==> config.mk <==
export PLATFORM = sky130hd
export DESIGN_NAME = salc_queue
export DESIGN_NICKNAME = d
export VERILOG_FILES = /design/src/rtl/salc_pkg.sv /design/src/rtl/salc_queue.sv
export SDC_FILE = /design/constraint.sdc
export NUM_CORES = 1
export LEC_CHECK = 0
export BUFFER_PORTS_ARGS = -buffer_cell sky130_fd_sc_hd__buf_2
export CORE_MARGIN = 5
export CORE_UTILIZATION = 40
export DETAILED_ROUTE_END_ITERATION = 12
export PLACE_DENSITY = 0.66
export SLEW_MARGIN = 20
export SYNTH_ARGS = -nofsm -noshare
export SYNTH_HDL_FRONTEND = slang
export SYNTH_SLANG_ARGS = --single-unit
==> constraint.sdc <==
create_clock -name clk -period 2.26 [get_ports clk]
set_input_delay 0.226 -clock clk [delete_from_list [all_inputs] [get_ports clk]]
set_output_delay 0.226 -clock clk [all_outputs]
set_load 0.01 [all_outputs]
==> src/rtl/salc_pkg.sv <==
// Shared types and constants of the set-associative LRU tag store.
// Used by every module of the block; depends on nothing.
`default_nettype none
package salc_pkg;

  localparam int DEF_MAX_SETS  = 64;
  localparam int DEF_MAX_WAYS  = 8;
  localparam int DEF_ADDR_BITS = 31;

  localparam int WAYS_CFG_W = 4;
  localparam int SETS_CFG_W = 7;
  localparam int WPB_CFG_W  = 16;
  localparam int PADDR_W    = 4;
  localparam int PDATA_W    = 32;

  localparam logic [WAYS_CFG_W-1:0] WAYS_RESET = WAYS_CFG_W'(1);
  localparam logic [SETS_CFG_W-1:0] SETS_RESET = SETS_CFG_W'(64);
  localparam logic [WPB_CFG_W-1:0]  WPB_RESET  = WPB_CFG_W'(1);

  typedef enum logic [1:0] {
    REG_WAYS = 2'd0,
    REG_SETS = 2'd1,
    REG_WPB  = 2'd2
  } reg_idx_t;

  typedef struct packed {
    logic [WAYS_CFG_W-1:0] ways;
    logic [SETS_CFG_W-1:0] sets;
    logic [WPB_CFG_W-1:0]  wpb;
  } cfg_t;

endpackage
`default_nettype wire

==> src/rtl/salc_queue.sv <==
// Two-entry queue between the front end and the back end.
// Depends on salc_pkg for the default width.
`default_nettype none
module salc_queue
  import salc_pkg::*;
#(
  parameter int WIDTH = DEF_ADDR_BITS
) (
  input  wire logic             clk,
  input  wire logic             rst,
  input  wire logic             push,
  input  wire logic [WIDTH-1:0] push_data,
  input  wire logic             pop,
  output logic [WIDTH-1:0]      head,
  output logic                  full,
  output logic                  empty
);

  logic [WIDTH-1:0] entries [2];
  logic             wr_ptr;
  logic             rd_ptr;
  logic [1:0]       count;

  assign head  = entries[rd_ptr];
  assign full  = (count == 2'd2);
  assign empty = (count == 2'd0);

  always_ff @(posedge clk) begin
    if (rst) begin
      wr_ptr <= 1'b0;
      rd_ptr <= 1'b0;
      count  <= 2'd0;
    end else begin
      if (push) wr_ptr <= ~wr_ptr;
      if (pop)  rd_ptr <= ~rd_ptr;
      if (push && !pop)      count <= count + 2'd1;
      else if (pop && !push) count <= count - 2'd1;
    end
  end

  always_ff @(posedge clk) begin
    if (push) entries[wr_ptr] <= push_data;
  end

endmodule
`default_nettype wire

==> results.sh <==
export IMPL_outcome="finished clean"
export IMPL_hold_class="input port to flop"
export IMPL_wl_met2_um=2140
export IMPL_syn_nets=154
export IMPL_die_w_um=88
export IMPL_crit_type="flop to output port"
export IMPL_required_ns=2.03
export IMPL_drc=0
export IMPL_overflow=0
export IMPL_wl_met3_um=253
export IMPL_diodes=0
export IMPL_cts_sinks=67
export IMPL_setup_viol=0
export IMPL_powerDensity_nw_per_um2=868
export IMPL_clockRootBuffer="clkbuf_8"
export IMPL_drt_first_pass_iters=4
export IMPL_max_freq_ghz=0.566
export IMPL_final_antenna_net_count=0
export IMPL_regArea_um2=1960
export IMPL_cts_hold_buf=0
export IMPL_ctsResizeCount=0
export IMPL_worst_endpoint_arrival_ns=1.54
export IMPL_synth_cell_types=15
export IMPL_grt_pass1_vias=1395
export IMPL_insertion_delay_ns=0.32
export IMPL_grt_use_total=0.119
export IMPL_tns_ns=0
export IMPL_hpwl_um=2760
export IMPL_cts_max_level=3
export IMPL_path_clk_slew_ns=0.06
export IMPL_fin_nets=232
export IMPL_whs_ns=0.0962
export IMPL_cts_tree="done"
export IMPL_yosysTopAreaCellShare=0.765
export IMPL_routed_wl_um=4180
export IMPL_fin_crit_sh=0.781
export IMPL_synth_cells=118
export IMPL_vias_per_cell=4.59
export IMPL_io_buffers=67
export IMPL_die_h_um=88
export IMPL_drt_met1_wl_um=1700
export IMPL_start_util=0.411
export IMPL_seq_area_frac_synth=0.806
export IMPL_syn_area_um2=2430
export IMPL_tightest_slew_ns=0.430
export IMPL_drive_gt1_frac=0.562
export IMPL_critPathLaunchType="flop"
export IMPL_grt_setup_unrepaired="false"
export IMPL_yosys_register_bits=67
export IMPL_cts_setup_buffers=0
export IMPL_cts_made_buffers=9
export IMPL_fill_cells=513
export IMPL_grt_max_degree=32
export IMPL_peakVddDrop_mv=0.443
export IMPL_p_leak_uw=0.00116
export IMPL_max_slew_margin_rel=0.714
export IMPL_finalHoldViolations=0
export IMPL_multiInputGateArea_um2=460
export IMPL_cp_max_fo=31
export IMPL_drt_initial_drc_count=56
export IMPL_grt_antenna_before_repair=0
export IMPL_routed_top_layer="met4"
export IMPL_die_area_um2=7740
export IMPL_wl_per_cell_um=15.2
export IMPL_crit_path_end_kind="output port"
export IMPL_max_clock_path_buffers=2
export IMPL_io_pins=68
export IMPL_yosys_warnings=0
export IMPL_core_um2=5920
export IMPL_avgSynthCellArea_um2=20.6
export IMPL_fin_crit_ns=1.77
export IMPL_syn2layout_area_growth_pct=25.5
export IMPL_maxCapViolations=0
export IMPL_routabilityCongestion=0.672
export IMPL_num_rows=28
export IMPL_synth_largest_area_cell="edfxtp_1"
export IMPL_p_total_uw=2650
export IMPL_yosys_top_cells_area="edfxtp_1, mux2_2, dfxtp_1"
export IMPL_num_vias=1267
export IMPL_fin_skew_ns=0.00460
export IMPL_grt_pass1_wl_um=6650
export IMPL_final_max_slew_viol_count=0
==> final timing paths <==
kind,startpoint,endpoint,cells past startpoint,slack (ns)
worst max-delay path,flop,head[14],3,0.49
worst max register to register,wr_ptr,entries[1][11],2,0.99
worst min register to register,count[1],count[1],2,0.51
worst min-delay path,push_data[22],entries[1][22],1,0.1
==> synthesized netlist by cell type <==
master	count
nor2_1	5
xnor2_1	2
a21oi_1	1
mux2_2	31
o21ai_0	1
and2_1	1
xor2_1	2
buf_2	3
dfxtp_1	5
or3_1	1
edfxtp_1	62
inv_1	1
nor2b_1	1
and2b_2	1
ha_1	1
==> flip-flops by register name, indices dropped and copies added, names as in the netlist, named ones only <==
register  count
entries      62
count         2
rd_ptr        1
wr_ptr        1
==> metal layers <==
layer	GRT usage	up-vias
met2	0.199	42
li1	-	607
met4	0.0711	0
met5	0	-
met3	0.0348	7
met1	0.136	611
==> critical path, stage by stage, from the launching register on <==
cell	delay [ns]
dfxtp_1	0.30
buf_4	0.38
mux2_2	0.40
buf_2	0.14
==> final cells by class <==
| class | instances | area share |
|---|---|---|
| tap | 75 | 0.0307 |
| timing repair buffer | 70 | 0.117 |
| clock inverter | 4 | 0.0135 |
| clock buffer | 12 | 0.0442 |
| multi-input combinational | 47 | 0.151 |
| inverter | 1 | 0.00123 |
| sequential | 67 | 0.642 |
==> cells by family (layout without fill, tap and decap cells) <==
kind of cell | after synthesis | in the layout | share of synthesized area
adder cells (fa/ha/maj) | 1 | 1 | 0.00514
AND/OR/NAND/NOR | 9 | 9 | 0.0190
buffers and inverters | 4 | 87 | 0.00771
multiplexers | 31 | 31 | 0.143
XOR/XNOR | 4 | 4 | 0.0144
AO/OA/AOI/OAI | 2 | 2 | 0.00411
flip-flops | 67 | 67 | 0.806
==> stage by stage <==
step	cell area (um2)	cells	util	setup slack [ns]
after floorplan	2430	118	-	0.114
after global placement	2880	260	0.486	0.816
after detailed placement	2880	260	0.486	0.813
after CTS	3050	276	0.516	0.453
after global routing	3050	276	0.516	0.403
final	3050	276	0.516	0.495
==> report_power, final <==
part / leakage, uW / internal [uW] / switching [uW]
combinational: 0.000453 / 147 / 158
clock: 0.0000871 / 500 / 379
sequential: 0.000623 / 1440 / 22.2
==> cell usage in the layout (no fill, tap or decap), types with 2 or more instances in the layout <==
master and n:
clkinv_1 3, clkbuf_1 3, dfxtp_1 5, buf_2 67, clkbuf_8 9, buf_4 3
xnor2_1 2, mux2_2 31, edfxtp_1 62, xor2_1 2, nor2_1 5
Note: power is estimated with default switching activity, not from simulation.
