===== src/rtl/salc_pkg.sv =====
// Shared types and constants of the set-associative LRU tag store.
// Used by every module of the block; depends on nothing.
`default_nettype none
package salc_pkg;

  localparam int DEF_MAX_SETS  = 64;
  localparam int DEF_MAX_WAYS  = 8;
  localparam int DEF_ADDR_BITS = 31;

  localparam int WAYS_CFG_W = 4;
  localparam int SETS_CFG_W = 7;
  localparam int WPB_CFG_W  = 16;
  localparam int PADDR_W    = 4;
  localparam int PDATA_W    = 32;

  localparam logic [WAYS_CFG_W-1:0] WAYS_RESET = WAYS_CFG_W'(1);
  localparam logic [SETS_CFG_W-1:0] SETS_RESET = SETS_CFG_W'(64);
  localparam logic [WPB_CFG_W-1:0]  WPB_RESET  = WPB_CFG_W'(1);

  typedef enum logic [1:0] {
    REG_WAYS = 2'd0,
    REG_SETS = 2'd1,
    REG_WPB  = 2'd2
  } reg_idx_t;

  typedef struct packed {
    logic [WAYS_CFG_W-1:0] ways;
    logic [SETS_CFG_W-1:0] sets;
    logic [WPB_CFG_W-1:0]  wpb;
  } cfg_t;

endpackage
`default_nettype wire


===== src/rtl/salc_divider.sv =====
// Restoring divider, one quotient bit per cycle.
// Uses salc_pkg for the divisor width.
`default_nettype none
module salc_divider
  import salc_pkg::*;
#(
  parameter int ADDR_BITS = DEF_ADDR_BITS
) (
  input  wire logic                 clk,
  input  wire logic                 rst,
  input  wire logic                 go,
  input  wire logic [ADDR_BITS-1:0] dividend,
  input  wire logic [WPB_CFG_W-1:0] divisor,
  output logic                      done,
  output logic [ADDR_BITS-1:0]      quotient,
  output logic [WPB_CFG_W-1:0]      remainder
);

  localparam int CNT_W = $clog2(ADDR_BITS);

  logic                 running;
  logic [CNT_W-1:0]     cnt;
  logic [WPB_CFG_W-1:0] div_reg;
  logic [WPB_CFG_W:0]   rem_sh;
  logic [WPB_CFG_W:0]   diff;

  assign rem_sh = {remainder, quotient[ADDR_BITS-1]};
  assign diff   = rem_sh - {1'b0, div_reg};

  always_ff @(posedge clk) begin
    if (rst) begin
      running <= 1'b0;
      done    <= 1'b0;
      cnt     <= '0;
    end else begin
      done <= 1'b0;
      if (go) begin
        running <= 1'b1;
        cnt     <= '0;
      end else if (running) begin
        cnt <= cnt + CNT_W'(1);
        if (cnt == CNT_W'(ADDR_BITS - 1)) begin
          running <= 1'b0;
          done    <= 1'b1;
        end
      end
    end
  end

  always_ff @(posedge clk) begin
    if (go) begin
      quotient  <= dividend;
      remainder <= '0;
      div_reg   <= divisor;
    end else if (running) begin
      if (!diff[WPB_CFG_W]) begin
        remainder <= diff[WPB_CFG_W-1:0];
        quotient  <= {quotient[ADDR_BITS-2:0], 1'b1};
      end else begin
        remainder <= rem_sh[WPB_CFG_W-1:0];
        quotient  <= {quotient[ADDR_BITS-2:0], 1'b0};
      end
    end
  end

  a_rem_below_divisor: assert property (@(posedge clk) disable iff (rst)
    done |-> (remainder < div_reg))
    else $error("divider remainder not below divisor");

endmodule
`default_nettype wire


===== src/rtl/salc_front.sv =====
// Front end: accepts an address and splits it into set and tag with two
// passes through the shared divider. Uses salc_pkg and salc_divider.
`default_nettype none
module salc_front
  import salc_pkg::*;
#(
  parameter int MAX_SETS  = DEF_MAX_SETS,
  parameter int ADDR_BITS = DEF_ADDR_BITS,
  parameter int SET_W     = (MAX_SETS > 1) ? $clog2(MAX_SETS) : 1
) (
  input  wire logic                 clk,
  input  wire logic                 rst,
  input  wire logic                 start,
  input  wire logic                 hold,
  input  wire logic [ADDR_BITS-1:0] word_address,
  input  wire cfg_t                 cfg,
  input  wire logic                 q_full,
  output logic                      q_push,
  output logic [ADDR_BITS-1:0]      q_tag,
  output logic [SET_W-1:0]          q_set,
  output logic                      front_busy
);

  typedef enum logic [1:0] {F_IDLE, F_DIV_BLOCK, F_DIV_SET, F_PUSH} fstate_t;

  localparam logic [WPB_CFG_W-1:0] MAX_SETS_D = WPB_CFG_W'(MAX_SETS);

  fstate_t                state;
  logic                   go;
  logic [ADDR_BITS-1:0]   dividend;
  logic [WPB_CFG_W-1:0]   divisor;
  logic                   done;
  logic [ADDR_BITS-1:0]   quotient;
  logic [WPB_CFG_W-1:0]   remainder;
  logic [WPB_CFG_W-1:0]   wpb_eff;
  logic [WPB_CFG_W-1:0]   sets_eff;
  logic [WPB_CFG_W-1:0]   sets_ext;

  assign sets_ext = WPB_CFG_W'(cfg.sets);
  assign wpb_eff  = (cfg.wpb == '0) ? WPB_CFG_W'(1) : cfg.wpb;
  assign sets_eff = (cfg.sets == '0) ? WPB_CFG_W'(1) :
                    (sets_ext > MAX_SETS_D) ? MAX_SETS_D : sets_ext;

  // The first pass divides by the block size, the second by the set count.
  assign go       = ((state == F_IDLE) && start && !hold) ||
                    ((state == F_DIV_BLOCK) && done);
  assign dividend = (state == F_IDLE) ? word_address : quotient;
  assign divisor  = (state == F_IDLE) ? wpb_eff : sets_eff;

  assign q_push     = (state == F_PUSH) && !q_full;
  assign q_tag      = quotient;
  assign q_set      = remainder[SET_W-1:0];
  assign front_busy = (state != F_IDLE);

  always_ff @(posedge clk) begin
    if (rst) begin
      state <= F_IDLE;
    end else begin
      unique case (state)
        F_IDLE: begin
          if (start && !hold) state <= F_DIV_BLOCK;
        end
        F_DIV_BLOCK: begin
          if (done) state <= F_DIV_SET;
        end
        F_DIV_SET: begin
          if (done) state <= F_PUSH;
        end
        F_PUSH: begin
          if (!q_full) state <= F_IDLE;
        end
        default: state <= F_IDLE;
      endcase
    end
  end

  salc_divider #(.ADDR_BITS(ADDR_BITS)) u_div (
    .clk       (clk),
    .rst       (rst),
    .go        (go),
    .dividend  (dividend),
    .divisor   (divisor),
    .done      (done),
    .quotient  (quotient),
    .remainder (remainder)
  );

endmodule
`default_nettype wire


===== config.mk =====
export PLATFORM = sky130hd
export DESIGN_NAME = salc_front
export DESIGN_NICKNAME = d
export VERILOG_FILES = /design/src/rtl/salc_pkg.sv /design/src/rtl/salc_divider.sv /design/src/rtl/salc_front.sv
export SDC_FILE = /design/constraint.sdc
export NUM_CORES = 1
export LEC_CHECK = 0
export BUFFER_PORTS_ARGS = -buffer_cell sky130_fd_sc_hd__buf_2
export CAP_MARGIN = 5
export CORE_ASPECT_RATIO = 1.1
export CORE_UTILIZATION = 35
export DETAILED_ROUTE_END_ITERATION = 8
export GPL_TIMING_DRIVEN = 0
export PLACE_DENSITY = 0.6
export SLEW_MARGIN = 20
export SYNTH_ARGS = -nofsm -noshare
export SYNTH_HDL_FRONTEND = slang
export SYNTH_SLANG_ARGS = --single-unit

===== constraint.sdc =====
create_clock -name clk -period 2.2 [get_ports clk]
set_input_delay 0.11 -clock clk [delete_from_list [all_inputs] [get_ports clk]]
set_output_delay 0.11 -clock clk [all_outputs]
set_load 0.02 [all_outputs]

==> results.json <==
{
  "final_layout_size_suffix_gt1_share_pct": 32.7,
  "clock_power_share_pct": 19.1,
  "relSlewSlack_pct": 50.9,
  "synth-edff-count": 47,
  "syn_inst": 439,
  "p_leak_uw": 0.00240,
  "die_x_um": 105,
  "p_int_uw": 4530,
  "seqPwrFrac_pct": 29.4,
  "grt_usage_pct": 17.7,
  "synth-seq-area-share_pct": 46.7,
  "num-fill-cells": 1080,
  "port_buffers": 96,
  "clk_transition_reported_paths_ns": 0.06,
  "gp_congestion": 0.848,
  "worstPathMaxFanout": 5,
  "yosysTopAreaCell": "edfxtp_1",
  "synth_top_area_share_pct": 34.5,
  "first_pass_iters": 6,
  "design.core.area_um2": 11400,
  "grt_first_pass_wirelength_mm": 16.8,
  "dpl.hpwl_mm": 7.48,
  "ys_types": 56,
  "io-pin-count": 102,
  "tightest_slew_ns": 0.726,
  "routed_wl_mm": 10.4,
  "grt_overflow": 0,
  "synth_top_family_by_area": "simple AND/OR/NAND/NOR gates",
  "fmax_ghz": 0.424,
  "drc": 0,
  "crit_path_top_delay_cell": "edfxtp_1",
  "power_uw": 7480,
  "start_util_pct": 35.8,
  "vias_per_cell": 4.90,
  "syn_to_final_growth_pct": 32.6,
  "swShare_pct": 39.5,
  "syn-num-nets": 525,
  "violations": "negative setup slack",
  "wl_per_cell_um": 14.5,
  "worstPathArrival_ns": 2.57,
  "end_kind": "flip-flop",
  "grt_max_degree": 32,
  "syn_area_per_cell_um2": 9.33,
  "final_max_slew_viol_count": 0,
  "diodes": 0,
  "dieHeight_um": 115,
  "cts_max_level": 3,
  "cts_made_buffers": 9,
  "vias": 3523,
  "yosys_warnings": 0,
  "hold_buffers": 0,
  "cts.sinks": 72,
  "synth.ff_latch_count": 72,
  "yosys_most_used_dff": "edfxtp_1",
  "largest_register_ffs": 31,
  "antenna_found_initial": 0,
  "yosys.area_share.simple_pct": 19.0,
  "antenna_left": 0,
  "syn_area_um2": 4100,
  "startpoint_type": "flip-flop",
  "fp.dieArea_um2": 12100,
  "crit_chain": "inv_2, ha_4, fa_2, nand2b_4, a21oi_4, o21ai_2, nand3_2, xnor2_4, buf_8, buf_6, mux2i_1, a21oi_1",
  "cts_tree": "done",
  "synth_compound_area_share_pct": 13.2,
  "pre_cts_ws_ns": -0.485,
  "setup_ws_ns": -0.157,
  "synthTopCellsByArea": "edfxtp_1 (34%), dfxtp_1 (12%), nand2_1 (9.8%), ha_1 (6.7%), a21oi_1 (3.5%)",
  "worstSkewPairLatency_ns": 0.33,
  "grt_pass1_vias": 3451,
  "path_class": "flip-flop to flip-flop",
  "hp-class": "input port to flip-flop",
  "setup_viol": 17,
  "max-vdd-ir-drop_uv": 605,
  "hold_viol": 0,
  "slowest_delay_ns": 0.38,
  "cts-root-buf": "clkbuf_16",
  "synth_adder_area_share_pct": 7.21,
  "p_comb_share_pct": 51.5,
  "rsz0062_at_grt": "yes",
  "clk_path_buf_depth": 2,
  "required_ns": 2.42,
  "final.period_utilization_pct": 107,
  "synth_xor_area_share_pct": 4.49,
  "status": "complete, but fails checks",
  "synth_mux_area_share_pct": 3.24,
  "maxCapViolCount": 0,
  "p_sw_uw": 2950,
  "fin_nets": 650,
  "finalClockSkew_ns": 0.00476,
  "layout_min_cycle_time_ns": 2.36,
  "drtIter0Drc": 191,
  "rows": 41,
  "async_flop_share_pct": 0,
  "power.density_nw_per_um2": 1380
}
[final cells by class]
cell class / count / area (um2) / area share [%]
Buffer: 24 / 171 / 3.16
Clock buffer: 14 / 285 / 5.25
Clock inverter: 2 / 10.0 / 0.184
Inverter: 26 / 98.8 / 1.82
Multi-Input combinational cell: 316 / 2120 / 39.0
Sequential cell: 72 / 1910 / 35.2
Tap cell: 150 / 188 / 3.46
Timing Repair Buffer: 115 / 646 / 11.9
[what timing repair did]
action | in CTS | in global routing
pin swaps | 21 | 14
gates resized for setup | 28 | 31
setup buffers | 15 | 5
setup endpoints to repair | 63 | 39
[final timing paths]
kind | slack [ns] | endpoint | startpoint | cells after the start
worst max-delay path | -0.16 | u_div.remainder[9] | u_div.quotient[30] | 12
worst min register to register | 0.53 | u_div.cnt[1] | u_div.cnt[1] | 2
worst max register to register | -0.16 | u_div.remainder[9] | u_div.quotient[30] | 12
worst min-delay path | 0.04 | u_div.quotient[22] | word_address[22] | 3
[synthesized netlist by cell type (all sizes together) (3+ instances only)]
cell type / count
xnor2: 11
o211ai: 3
a22o: 5
clkbuf: 12
buf: 13
ha: 22
o31ai: 3
nor2: 17
edfxtp: 47
nand2: 107
nand3: 5
a21oi: 30
nand2b: 6
a21o: 5
xor2: 7
o21ai: 26
and2: 10
nor3b: 3
inv: 25
nand4: 5
nor3: 10
a41oi: 3
mux2i: 11
dfxtp: 25
nor4: 5
[power groups by stage]
stage / Combinational (uW) / Sequential, uW / Clock, uW
5_1_grt: 4240 / 2250 / 1500
2_1_floorplan: 2310 / 2360 / 0
3_5_place_dp: 3310 / 2210 / 0
4_1_cts: 3670 / 2200 / 1450
6_report: 3850 / 2200 / 1430
3_3_place_gp: 3240 / 2210 / 0
[cell usage in the layout, fill, tap and decap left out, drive strengths merged, types with 5 or more instances in the layout]
master and count:
nand3 5, buf 128, a21o 5, nand2 107, o21ai 26, dfxtp 25, nor4 5, nand4 5
ha 22, and2 10, a21oi 30, clkbuf 25, nand2b 6, xor2 7, nor2 17, edfxtp 47
mux2i 11, inv 25, nor3 10, xnor2 11, a22o 5
[routing by layer]
layer  routed length (um)  vias to the layer above  track usage (%)  part of all wire, %
met5                    0                        -                0                    0
met3                  263                       12             2.87                  2.5
met1                 4800                     1675             22.4                   46
met2                 5150                       66             30.8                   50
met4                  182                        0             6.20                  1.8
li1                     -                     1770                -                    -
[kinds of logic (layout without fill, tap and decap cells)]
kind of cell / after synthesis / count (layout)
AND/OR/NAND/NOR: 175 / 175
AO/OA/AOI/OAI: 87 / 87
flip-flops: 72 / 72
buffers and inverters: 51 / 181
adder cells (fa/ha/maj): 23 / 23
XOR/XNOR: 18 / 18
multiplexers: 13 / 13
[through the flow]
step           cell area, um2  util [%]  instances  hold slack [ns]  setup TNS (ns)
4_1_cts                  5320      46.5        714           0.0371           -2.12
6_report                 5430      47.5        719           0.0431           -2.02
3_5_place_dp             4800      42.0        685            0.382          -10.56
2_1_floorplan            4130         -        439            0.292           -1.49
3_3_place_gp             4800      42.0        685            0.374          -16.65
5_1_grt                  5430      47.5        719           0.0429           -3.43
[critical path, delay by kind of cell, from the launching register on]
family | cells | cell delay [ns]
fa+ha+maj | 2 | 0.51
flops | 1 | 0.38
simple gates | 2 | 0.31
compound gates | 3 | 0.38
mux | 1 | 0.19
xor+xnor | 1 | 0.15
buf+inv | 3 | 0.33
(Power assumes the default switching activity.)
